$ cat config.mk
export PLATFORM = sky130hd
export DESIGN_NAME = retransmit_timer_bank_event_picker
export DESIGN_NICKNAME = d
export VERILOG_FILES = /design/src/design/rtbep_pkg.sv /design/src/design/retransmit_timer_bank_event_picker.sv
export SDC_FILE = /design/constraint.sdc
export NUM_CORES = 2
export LEC_CHECK = 0
export ABC_AREA = 1
export BUFFER_PORTS_ARGS = -buffer_cell sky130_fd_sc_hd__buf_4
export CAP_MARGIN = 20
export CORE_UTILIZATION = 53
export DETAILED_ROUTE_END_ITERATION = 16
export PLACE_DENSITY = 0.69
export SLEW_MARGIN = 5
export SYNTH_ARGS = -nofsm -noshare
export SYNTH_HDL_FRONTEND = slang
export SYNTH_SLANG_ARGS = --single-unit
$ cat constraint.sdc
create_clock -name clk_i -period 13.4 [get_ports clk_i]
set_input_delay 2.01 -clock clk_i [delete_from_list [all_inputs] [get_ports clk_i]]
set_output_delay 2.01 -clock clk_i [all_outputs]
set_load 0.005 [all_outputs]
$ cat src/design/rtbep_pkg.sv
package rtbep_pkg;

  // Field widths
  localparam int unsigned TIME_BITS = 32;
  localparam int unsigned SEQ_BITS  = 16;
  localparam int unsigned MODE_W    = 3;
  localparam int unsigned SLOT_W    = 3;
  localparam int unsigned CODE_W    = 3;
  localparam int unsigned IVAL_W    = 16;
  localparam int unsigned OFS_W     = 8;

  // Stream payload widths (packed fields rounded up to whole bytes)
  localparam int unsigned IN_FIELDS_W  = TIME_BITS + SEQ_BITS + SLOT_W + 2;
  localparam int unsigned IN_DATA_W    = ((IN_FIELDS_W + 7) / 8) * 8;
  localparam int unsigned OUT_FIELDS_W = SEQ_BITS + SLOT_W + 1;
  localparam int unsigned OUT_DATA_W   = ((OUT_FIELDS_W + 7) / 8) * 8;

  // Command codes
  localparam logic [MODE_W-1:0] MODE_PICK      = 3'd0;
  localparam logic [MODE_W-1:0] MODE_START     = 3'd1;
  localparam logic [MODE_W-1:0] MODE_STOP      = 3'd2;
  localparam logic [MODE_W-1:0] MODE_ACK_START = 3'd3;
  localparam logic [MODE_W-1:0] MODE_ACK_STOP  = 3'd4;

  // Event codes
  localparam logic [CODE_W-1:0] EV_NONE      = 3'd0;
  localparam logic [CODE_W-1:0] EV_ACK_TMO   = 3'd1;
  localparam logic [CODE_W-1:0] EV_FRAME     = 3'd2;
  localparam logic [CODE_W-1:0] EV_NET_READY = 3'd3;
  localparam logic [CODE_W-1:0] EV_DATA_TMO  = 3'd4;

  localparam logic [IVAL_W-1:0] IVAL_RESET = 16'd100;
  localparam logic [OFS_W-1:0]  OFS_MAX    = 8'hFF;

  typedef struct packed {
    logic [MODE_W-1:0]    mode;
    logic [TIME_BITS-1:0] now;
    logic [SEQ_BITS-1:0]  seq_number;
    logic [SLOT_W-1:0]    slot_index;
    logic                 frame_waiting;
    logic                 net_ready;
  } req_t;

  typedef struct packed {
    logic [CODE_W-1:0]   event_code;
    logic [SEQ_BITS-1:0] expired_seq;
    logic [SLOT_W-1:0]   expired_slot;
    logic                stop_missed;
  } res_t;

  // Add two times, clamping at the all-ones time
  function automatic logic [TIME_BITS-1:0] sat_add(input logic [TIME_BITS-1:0] a,
                                                   input logic [TIME_BITS-1:0] b);
    logic [TIME_BITS:0] s;
    s = {1'b0, a} + {1'b0, b};
    return s[TIME_BITS] ? {TIME_BITS{1'b1}} : s[TIME_BITS-1:0];
  endfunction

endpackage

$ cat src/design/retransmit_timer_bank_event_picker.sv
// A request is loaded into the request register when accepted and its result into
//   the result register once that register is free (result stream ready or empty).
// Throughput: one request per cycle while results are taken; slot compare, deadline
//   add and the min tree over the slot bank settle combinationally between those registers.
// Reset: all slot and ack timers off, slot tags all ones, start offset and
//   earliest deadline zero, timeout interval 100.
module retransmit_timer_bank_event_picker
  import rtbep_pkg::*;
#(
  parameter int unsigned SLOTS = 8
) (
  input  logic                  clk_i,
  input  logic                  rst_ni,
  // configuration: retransmit interval in ticks
  input  logic                  cfg_valid_i,
  output logic                  cfg_ready_o,
  input  logic [IVAL_W-1:0]     cfg_data_i,
  // request stream
  input  logic                  s_axis_tvalid,
  output logic                  s_axis_tready,
  // now[31:0], seq_number[47:32], slot_index[50:48], frame_waiting[51],
  // net_ready[52], zero fill
  input  logic [IN_DATA_W-1:0]  s_axis_tdata,
  // mode[2:0]
  input  logic [MODE_W-1:0]     s_axis_tuser,
  // result stream
  output logic                  m_axis_tvalid,
  input  logic                  m_axis_tready,
  // expired_seq[15:0], expired_slot[18:16], stop_missed[19], zero fill
  output logic [OUT_DATA_W-1:0] m_axis_tdata,
  // event_code[2:0]
  output logic [CODE_W-1:0]     m_axis_tuser
);

  localparam int unsigned IDX_W  = (SLOTS > 1) ? $clog2(SLOTS) : 1;
  localparam int unsigned LEAVES = 1 << IDX_W;

  // Pipeline registers
  logic s0_valid_q, out_valid_q;
  req_t req_q;
  res_t res_q, res_d;
  logic advance, fire;

  // Timer state
  logic [TIME_BITS-1:0] dl_q [SLOTS];
  logic [TIME_BITS-1:0] dl_d [SLOTS];
  logic [SEQ_BITS-1:0]  tag_q [SLOTS];
  logic [SEQ_BITS-1:0]  tag_d [SLOTS];
  logic [TIME_BITS-1:0] ack_q, ack_d;
  logic [TIME_BITS-1:0] earliest_q, earliest_d;
  logic [OFS_W-1:0]     ofs_q, ofs_d;
  logic [IVAL_W-1:0]    ival_q;

  // Datapath intermediates
  logic                 recompute;
  logic                 exp_hit, stop_hit, slot_ok;
  logic [IDX_W-1:0]     exp_idx, stop_idx, start_idx;
  logic [SLOT_W-1:0]    exp_slot;
  logic [TIME_BITS-1:0] start_dl, ack_start_dl;
  logic [OFS_W-1:0]     ofs_bump;
  logic [TIME_BITS-1:0] tree [1:2*LEAVES-1];

  // Handshake: the request stage moves on when the result register is free
  assign advance       = !out_valid_q || m_axis_tready;
  assign fire          = s0_valid_q && advance;
  assign s_axis_tready = !s0_valid_q || advance;
  assign cfg_ready_o   = 1'b1;

  assign m_axis_tvalid = out_valid_q;
  assign m_axis_tuser  = res_q.event_code;
  assign m_axis_tdata  = {{(OUT_DATA_W - OUT_FIELDS_W){1'b0}}, res_q.stop_missed,
                          res_q.expired_slot, res_q.expired_seq};

  always_ff @(posedge clk_i or negedge rst_ni) begin
    if (!rst_ni) begin
      s0_valid_q  <= 1'b0;
      out_valid_q <= 1'b0;
    end else begin
      if (s_axis_tready) s0_valid_q <= s_axis_tvalid;
      if (advance) out_valid_q <= s0_valid_q;
    end
  end

  // Payload registers
  always_ff @(posedge clk_i) begin
    if (s_axis_tvalid && s_axis_tready) begin
      req_q.mode          <= s_axis_tuser;
      req_q.now           <= s_axis_tdata[TIME_BITS-1:0];
      req_q.seq_number    <= s_axis_tdata[TIME_BITS+SEQ_BITS-1:TIME_BITS];
      req_q.slot_index    <= s_axis_tdata[TIME_BITS+SEQ_BITS+SLOT_W-1:TIME_BITS+SEQ_BITS];
      req_q.frame_waiting <= s_axis_tdata[TIME_BITS+SEQ_BITS+SLOT_W];
      req_q.net_ready     <= s_axis_tdata[TIME_BITS+SEQ_BITS+SLOT_W+1];
    end
    if (fire) res_q <= res_d;
  end

  // Timer state and config register
  always_ff @(posedge clk_i or negedge rst_ni) begin
    if (!rst_ni) begin
      for (int i = 0; i < SLOTS; i++) begin
        dl_q[i]  <= '0;
        tag_q[i] <= '1;
      end
      ack_q      <= '0;
      earliest_q <= '0;
      ofs_q      <= '0;
      ival_q     <= IVAL_RESET;
    end else begin
      if (fire) begin
        for (int i = 0; i < SLOTS; i++) begin
          dl_q[i]  <= dl_d[i];
          tag_q[i] <= tag_d[i];
        end
        ack_q      <= ack_d;
        earliest_q <= earliest_d;
        ofs_q      <= ofs_d;
      end
      if (cfg_valid_i) ival_q <= cfg_data_i;
    end
  end

  // Lowest live slot at the earliest deadline, and lowest slot with a matching tag
  always_comb begin
    exp_hit  = 1'b0;
    exp_idx  = '0;
    exp_slot = '0;
    stop_hit = 1'b0;
    stop_idx = '0;
    for (int i = SLOTS - 1; i >= 0; i--) begin
      if (dl_q[i] != '0 && dl_q[i] == earliest_q) begin
        exp_hit  = 1'b1;
        exp_idx  = IDX_W'(i);
        exp_slot = SLOT_W'(i);
      end
      if (tag_q[i] == req_q.seq_number) begin
        stop_hit = 1'b1;
        stop_idx = IDX_W'(i);
      end
    end
  end

  assign slot_ok      = 32'(req_q.slot_index) < SLOTS;
  assign start_idx    = IDX_W'(req_q.slot_index);
  assign start_dl     = sat_add(sat_add(req_q.now, TIME_BITS'(ival_q)), TIME_BITS'(ofs_q));
  assign ack_start_dl = sat_add(req_q.now, TIME_BITS'(ival_q >> 1));
  assign ofs_bump     = (ofs_q == OFS_MAX) ? ofs_q : ofs_q + 1'b1;

  // Command decode and next state
  always_comb begin
    for (int i = 0; i < SLOTS; i++) begin
      dl_d[i]  = dl_q[i];
      tag_d[i] = tag_q[i];
    end
    ack_d     = ack_q;
    ofs_d     = ofs_q;
    recompute = 1'b0;
    res_d     = '0;
    case (req_q.mode)
      MODE_PICK: begin
        ofs_d = '0;
        if (ack_q != '0 && req_q.now >= ack_q) begin
          ack_d            = '0;
          res_d.event_code = EV_ACK_TMO;
        end else if (req_q.frame_waiting) begin
          res_d.event_code = EV_FRAME;
        end else if (req_q.net_ready) begin
          res_d.event_code = EV_NET_READY;
        end else if (earliest_q != '0 && req_q.now >= earliest_q && exp_hit) begin
          dl_d[exp_idx]      = '0;
          recompute          = 1'b1;
          res_d.event_code   = EV_DATA_TMO;
          res_d.expired_seq  = tag_q[exp_idx];
          res_d.expired_slot = exp_slot;
        end
      end
      MODE_START: begin
        if (slot_ok) begin
          dl_d[start_idx]  = start_dl;
          tag_d[start_idx] = req_q.seq_number;
          ofs_d            = ofs_bump;
          recompute        = 1'b1;
        end
      end
      MODE_STOP: begin
        recompute = 1'b1;
        if (stop_hit) begin
          dl_d[stop_idx]  = '0;
          tag_d[stop_idx] = '1;
        end else begin
          res_d.stop_missed = 1'b1;
        end
      end
      MODE_ACK_START: begin
        ack_d = ack_start_dl;
        ofs_d = ofs_bump;
      end
      MODE_ACK_STOP: begin
        ack_d = '0;
      end
      default: begin
      end
    endcase
  end

  // Min tree over the updated bank; an off slot counts as the all-ones time
  always_comb begin
    for (int n = 0; n < LEAVES; n++) begin
      if (n < SLOTS && dl_d[n] != '0) tree[LEAVES + n] = dl_d[n];
      else tree[LEAVES + n] = '1;
    end
    for (int n = LEAVES - 1; n >= 1; n--) begin
      tree[n] = (tree[2*n+1] < tree[2*n]) ? tree[2*n+1] : tree[2*n];
    end
  end

  assign earliest_d = recompute ? tree[1] : earliest_q;

`ifndef SYNTHESIS
  a_missed_only_plain: assert property (@(posedge clk_i) disable iff (!rst_ni)
    m_axis_tvalid && res_q.stop_missed |-> res_q.event_code == EV_NONE)
    else $error("stop miss reported together with an event");

  a_start_sets_earliest: assert property (@(posedge clk_i) disable iff (!rst_ni)
    fire && req_q.mode == MODE_START && slot_ok |=> earliest_q != '0)
    else $error("earliest deadline not set after a slot start");

  a_pick_clears_offset: assert property (@(posedge clk_i) disable iff (!rst_ni)
    fire && req_q.mode == MODE_PICK |=> ofs_q == '0)
    else $error("start offset not cleared by a pick");

  a_ack_tmo_clears_ack: assert property (@(posedge clk_i) disable iff (!rst_ni)
    fire && res_d.event_code == EV_ACK_TMO |=> ack_q == '0)
    else $error("ack timer still running after its timeout was reported");

  a_no_accept_when_full: assert property (@(posedge clk_i) disable iff (!rst_ni)
    s0_valid_q && out_valid_q && !m_axis_tready |-> !s_axis_tready)
    else $error("request taken while both stages are held");
`endif

endmodule

Yosys cells after proc, flatten, opt, wreduce, memory -nomap -nowiden
Cells that the tools add are included.
{"block": "classes", "n_reduce_logical": 51, "addsub": 4, "n_lt_le_gt_ge": 15, "n_eq_ne": 24, "n_mux": 87, "bitwise_logic": 10}
{"operator": "$mux 256", "n": 5}
{"operator": "$pmux 256 s3", "n": 1}
{"operator": "$mux 32", "n": 22}
{"operator": "$reduce_bool 32->1", "n": 18}
{"operator": "$and 256x256->256", "n": 2}
{"operator": "$not 256->256", "n": 2}
{"operator": "$demux 32 s3", "n": 3}
{"operator": "$bwmux 256", "n": 1}
{"operator": "$eq 32x32->1", "n": 8}
{"operator": "$pmux 128 s2", "n": 1}
{"operator": "$lt 32x32->1", "n": 7}
{"operator": "$bwmux 128", "n": 1}
{"operator": "$eq 16x16->1", "n": 8}
{"operator": "$mux 128", "n": 1}
{"operator": "$or 128x128->128", "n": 1}
{"operator": "$demux 16 s3", "n": 2}
{"operator": "$pmux 32 s3", "n": 1}
{"operator": "$ge 32x32->1", "n": 2}
{"operator": "$mux 16", "n": 4}
{"operator": "$bmux 16 s3", "n": 1}
{"operator": "$mux 3", "n": 16}
{"operator": "$add 32x15->33", "n": 1}
{"operator": "$add 32x16->33", "n": 1}
{"operator": "$add 32x8->33", "n": 1}
{"operator": "27 further kinds", "n": 81}
{"block": "totals", "out_inout_bits": 30, "word_cells": 225, "inputBits": 80, "register_bits": 553}

Longest topological paths before layout
{"block": "logic_depth", "ltp_word": 30, "mapped_depth": 87, "mapped_depth_nobuf": 80}

Least setup slack after synthesis
OpenSTA, ideal clock, no wires.
{"block": "synth_path", "path_kind": "register to register", "startpoint": "register req_q[22] in the netlist's numbering", "endpoint": "register earliest_q[0]", "n_path_buf": 7, "period_less_slack_ns": 10.196, "arrival_ns": 10.079, "slack_ns": 3.204, "t_required_ns": 13.282, "setup_time_ns": 0.118, "path_stages_with_launch": 72, "path_cell_list": "edfxtp_1 -> inv_1 -> fa_1 -> inv_1 -> nand2_1 -> nand2_1 -> nand3_1 -> nand2_1 -> nand2_2 -> nand2_4 -> nand2_4 -> buf_4 -> nand2_1 -> ha_1 -> inv_1 -> fa_1 -> nand3b_1 -> nor2_1 -> [... 36 more ...] -> nor2_1 -> a211oi_1 -> o221ai_1 -> a21oi_1 -> nand2_2 -> clkbuf_1 -> nand2_1 -> o21ai_0 -> ha_1 -> a21oi_1 -> nor2_1 -> a211oi_1 -> o221ai_1 -> a21oi_1 -> clkbuf_1 -> nand3_1 -> nand3_1 -> nand2_1"}
{"block": "synth_via", "elab_chain_len": 16, "word_cells_on_any_way": 51, "classes_between": "add/sub (2); order compare (9); mux (28); reduce/logical (12)"}
{"element": "start, declared", "line": "retransmit_timer_bank_event_picker.sv:40", "rtl": "req_t req_q;"}
{"element": "branches (longest 16 deep; another with $add 32x16->33)"}
{"element": "end signal, assigned", "line": "retransmit_timer_bank_event_picker.sv:115", "rtl": "earliest_q <= earliest_d;"}
{"element": "end, declared", "line": "retransmit_timer_bank_event_picker.sv:50", "rtl": "logic [TIME_BITS-1:0] earliest_q, earliest_d;"}
Several ways; the timed one is not identified.
A chain may end at the register's enable or synchronous reset.

Worst setup path in the final report
{"block": "layout_path", "startpoint": "register req_q[22] in the netlist's numbering", "endpoint": "register earliest_q[8]"}
Same word-level chain as after synthesis.

==> metrics <==
outcome=complete, no violations; r2r endpoint=earliest_q[8]; # rows=about 110; Worst-Skew Late Latency=0.69 ns; final worst-path cycle share=93.7%; CP most frequent cell=nand2_1; CP endpoint=earliest_q[8]; CP Capture Type=flop; IO Count=110; family with the most delay on the worst path=simple AND/OR/NAND/NOR gates; largest family of logic cells by synthesized area=simple AND/OR/NAND/NOR gates; Clock Sink Count=553; DRT Pass-1 Iters=13; DP Wirelength=168000 um; CP Depth=69; initial drt markers=7607; Post-synth ARST share=85.7%; WL final=225000 um; pin count of the biggest net entering global routing=128; GRT overflow=0; area fraction in compound gates after synthesis=roughly 18%; R2R cell count=69; Critical path buffers and inverters=13; Worst Hold Class=reg2reg; CP required=approximately 14 ns; initial antenna violation count=16; Min Clock Period, post-route=12.56 ns; post-cts gate resize count=0; crit-path max FO=32; Critical Path Start=req_q[22]; Fin Setup TNS=0 ns; CORE AREA=95300 um^2; CTS Hold Bufs=0; simple-gate portion of the synthesized area=a little under a third; final slew viol count=0; Post-synth EDFFs=79; layout cell share with drive strength beyond 1=9.76%; Post-Synth Adder-Cell Area=7.84%; chip width=about 310 um; Buffers on Ports=101; area grow syn2layout=12.0%; Syn Inst Count=8030; Worst slew margin=28.4%; Post-Synth XOR/XNOR Area=4.84%; post-synthesis mux area share=0.330%; RD Place Congestion=1.08; die area=97800 um^2; ys flop type=dfrtp_1; Clock transition at path regs=0.06 ns; drt wl/cell=23.6 um; setup violators final=0; global-route wire length before repair=328000 um; post-synthesis sequential area ratio=28.1%; H-tree depth=3; starting density of the core=53.7%; Hold Vio Cnt, Final=0; Clock Tree Buf Depth=3; Tot GR Track Use=44.9%; Clock Tree Root=clkbuf_16; worst slew pin tran=1.07 ns; TritonCTS clock tree=yes; Final ANT Viol Nets=0; slowest stage delay, CP=0.57 ns; reg2reg setup slack=around 0.84 ns; Worst Setup Start Kind=flop; library cells used by synthesis=60; vias in the first global route=52053; DR DRC count=0; Hold Path Origin=tag_q[122]; CP Class=reg2reg; FF+latch count, synth=between 500 and 600; setup bufs post-CTS=0; Synth Area per Inst=approximately 6.4 um^2; fmax=0.0796 GHz; via/cell ratio=5.99; Syn Std Cell Area=around 50000 um^2; skew final=0.0364 ns; CTS buffer count=70; Via Count=57055; critical path arrival=13.13 ns; Max Cap Viol=0; Synth warnings=0; Final #Nets=8592; Slowest-stage cell, CP=edfxtp_1; die height=313 um; FF-to-FF Start=req_q[22]
## registers in the layout, indices dropped and copies added, names as in the netlist
signal,count
start_idx,3
dl_q,256
earliest_q,32
ival_q,16
req_q,53
m_axis_tvalid,1
ack_q,32
m_axis_tdata,20
s0_valid_q,1
m_axis_tuser,3
tag_q,128
ofs_q,8
## metrics by stage
step           utilization (%)  cell area, um^2  instances  worst slack (ns)  hold WS (ns)
6_report                  60.1            57300       9523             0.842         0.483
5_1_grt                   60.1            57300       9518          -0.00308         0.502
4_1_cts                   60.0            57200       9513             0.564         0.481
3_5_place_dp              57.5            54800       9384             0.717         0.472
3_3_place_gp              57.4            54700       9383             0.820         0.470
2_1_floorplan                -            51200       8033              3.20         0.453
## logic make-up (layout without fill, tap and decap cells)
group	after synthesis	count (layout)
adders and majority gates	319	319
xor gates and xnor gates	283	283
buffers and inverters	1209	1426
and+or+nand+nor	4002	4002
other	2	13
AOI/OAI and AO/OA	1647	1647
DFF	553	553
muxes	15	15
## worst reg2reg max path: cells and delay by family (launching register included)
family                   cells  cell delay (ns)
AO/OA/AOI/OAI                8             1.31
adder cells (fa/ha/maj)      6             2.02
buffers and inverters       13             2.30
flip-flops                   1             0.57
AND/OR/NAND/NOR             42             6.23
## worst min-delay path by stage
stage | cells after the start | slack (ns) | to
floorplan | 2 | 0.45 | tag_q[122]
global placement | 2 | 0.47 | tag_q[124]
detailed placement | 2 | 0.47 | tag_q[122]
CTS | 2 | 0.48 | tag_q[122]
global route | 2 | 0.50 | tag_q[122]
finish | 2 | 0.48 | tag_q[122]
## synthesized netlist by cell type, types with 59 or more instances
library cell	number	area (um^2)
a21oi_1	465	2330
a31oi_1	59	369
clkbuf_1	255	957
dfrtp_1	343	8580
dfstp_2	131	3440
edfxtp_1	79	2370
ha_1	316	3950
inv_1	826	3100
nand2_1	2458	9230
nand3_1	303	1520
nand4_1	125	782
nor2_1	932	3500
o21ai_0	765	3830
xnor2_1	233	2040
## routing by layer
metal | up-vias | GRT usage (%) | wire (um)
met5 | - | 0 | 97
met2 | 3572 | 64.5 | 90200
met1 | 26004 | 57.0 | 84900
met4 | 14 | 33.0 | 19900
li1 | 26536 | - | -
met3 | 929 | 13.3 | 29700
## cells in the final DEF, fill, tap and decap left out, drive strengths merged, types with 4 or more instances in the layout
| cell | n |
|---|---|
| xor2 | 50 |
| clkinvlp | 5 |
| o221ai | 8 |
| nand3b | 8 |
| buf | 430 |
| a31oi | 59 |
| clkbuf | 95 |
| a211oi | 20 |
| nor4 | 15 |
| diode | 8 |
| xnor2 | 233 |
| o21ai | 792 |
| conb | 5 |
| inv | 861 |
| a21oi | 466 |
| a2bb2oi | 13 |
| o21bai | 50 |
| a21boi | 62 |
| nor2 | 945 |
| dfstp | 131 |
| nand4 | 125 |
| nor3 | 60 |
| clkinv | 27 |
| bufinv | 8 |
| ha | 316 |
| o21a | 17 |
| a2111oi | 4 |
| nand2 | 2477 |
| mux2 | 15 |
| and2 | 39 |
| edfxtp | 79 |
| dfrtp | 343 |
| or2 | 6 |
| a22oi | 33 |
| o22ai | 53 |
| nand3 | 317 |
| a32oi | 26 |
| o211ai | 4 |
| a221oi | 25 |
| a21o | 11 |
## area by class of cell
class	instances	area, um^2
flip-flops and latches	553	14400
well taps	1265	1580
diodes	8	20.0
inverters	867	3270
multi-input cells	6271	32200
repair buffers	430	3390
fillers	9314	38000
clock buffers	95	1980
clock inverters	34	435
Power is not shown: default switching activity piles up to over one toggle a cycle in this logic, so the estimate is an artifact.
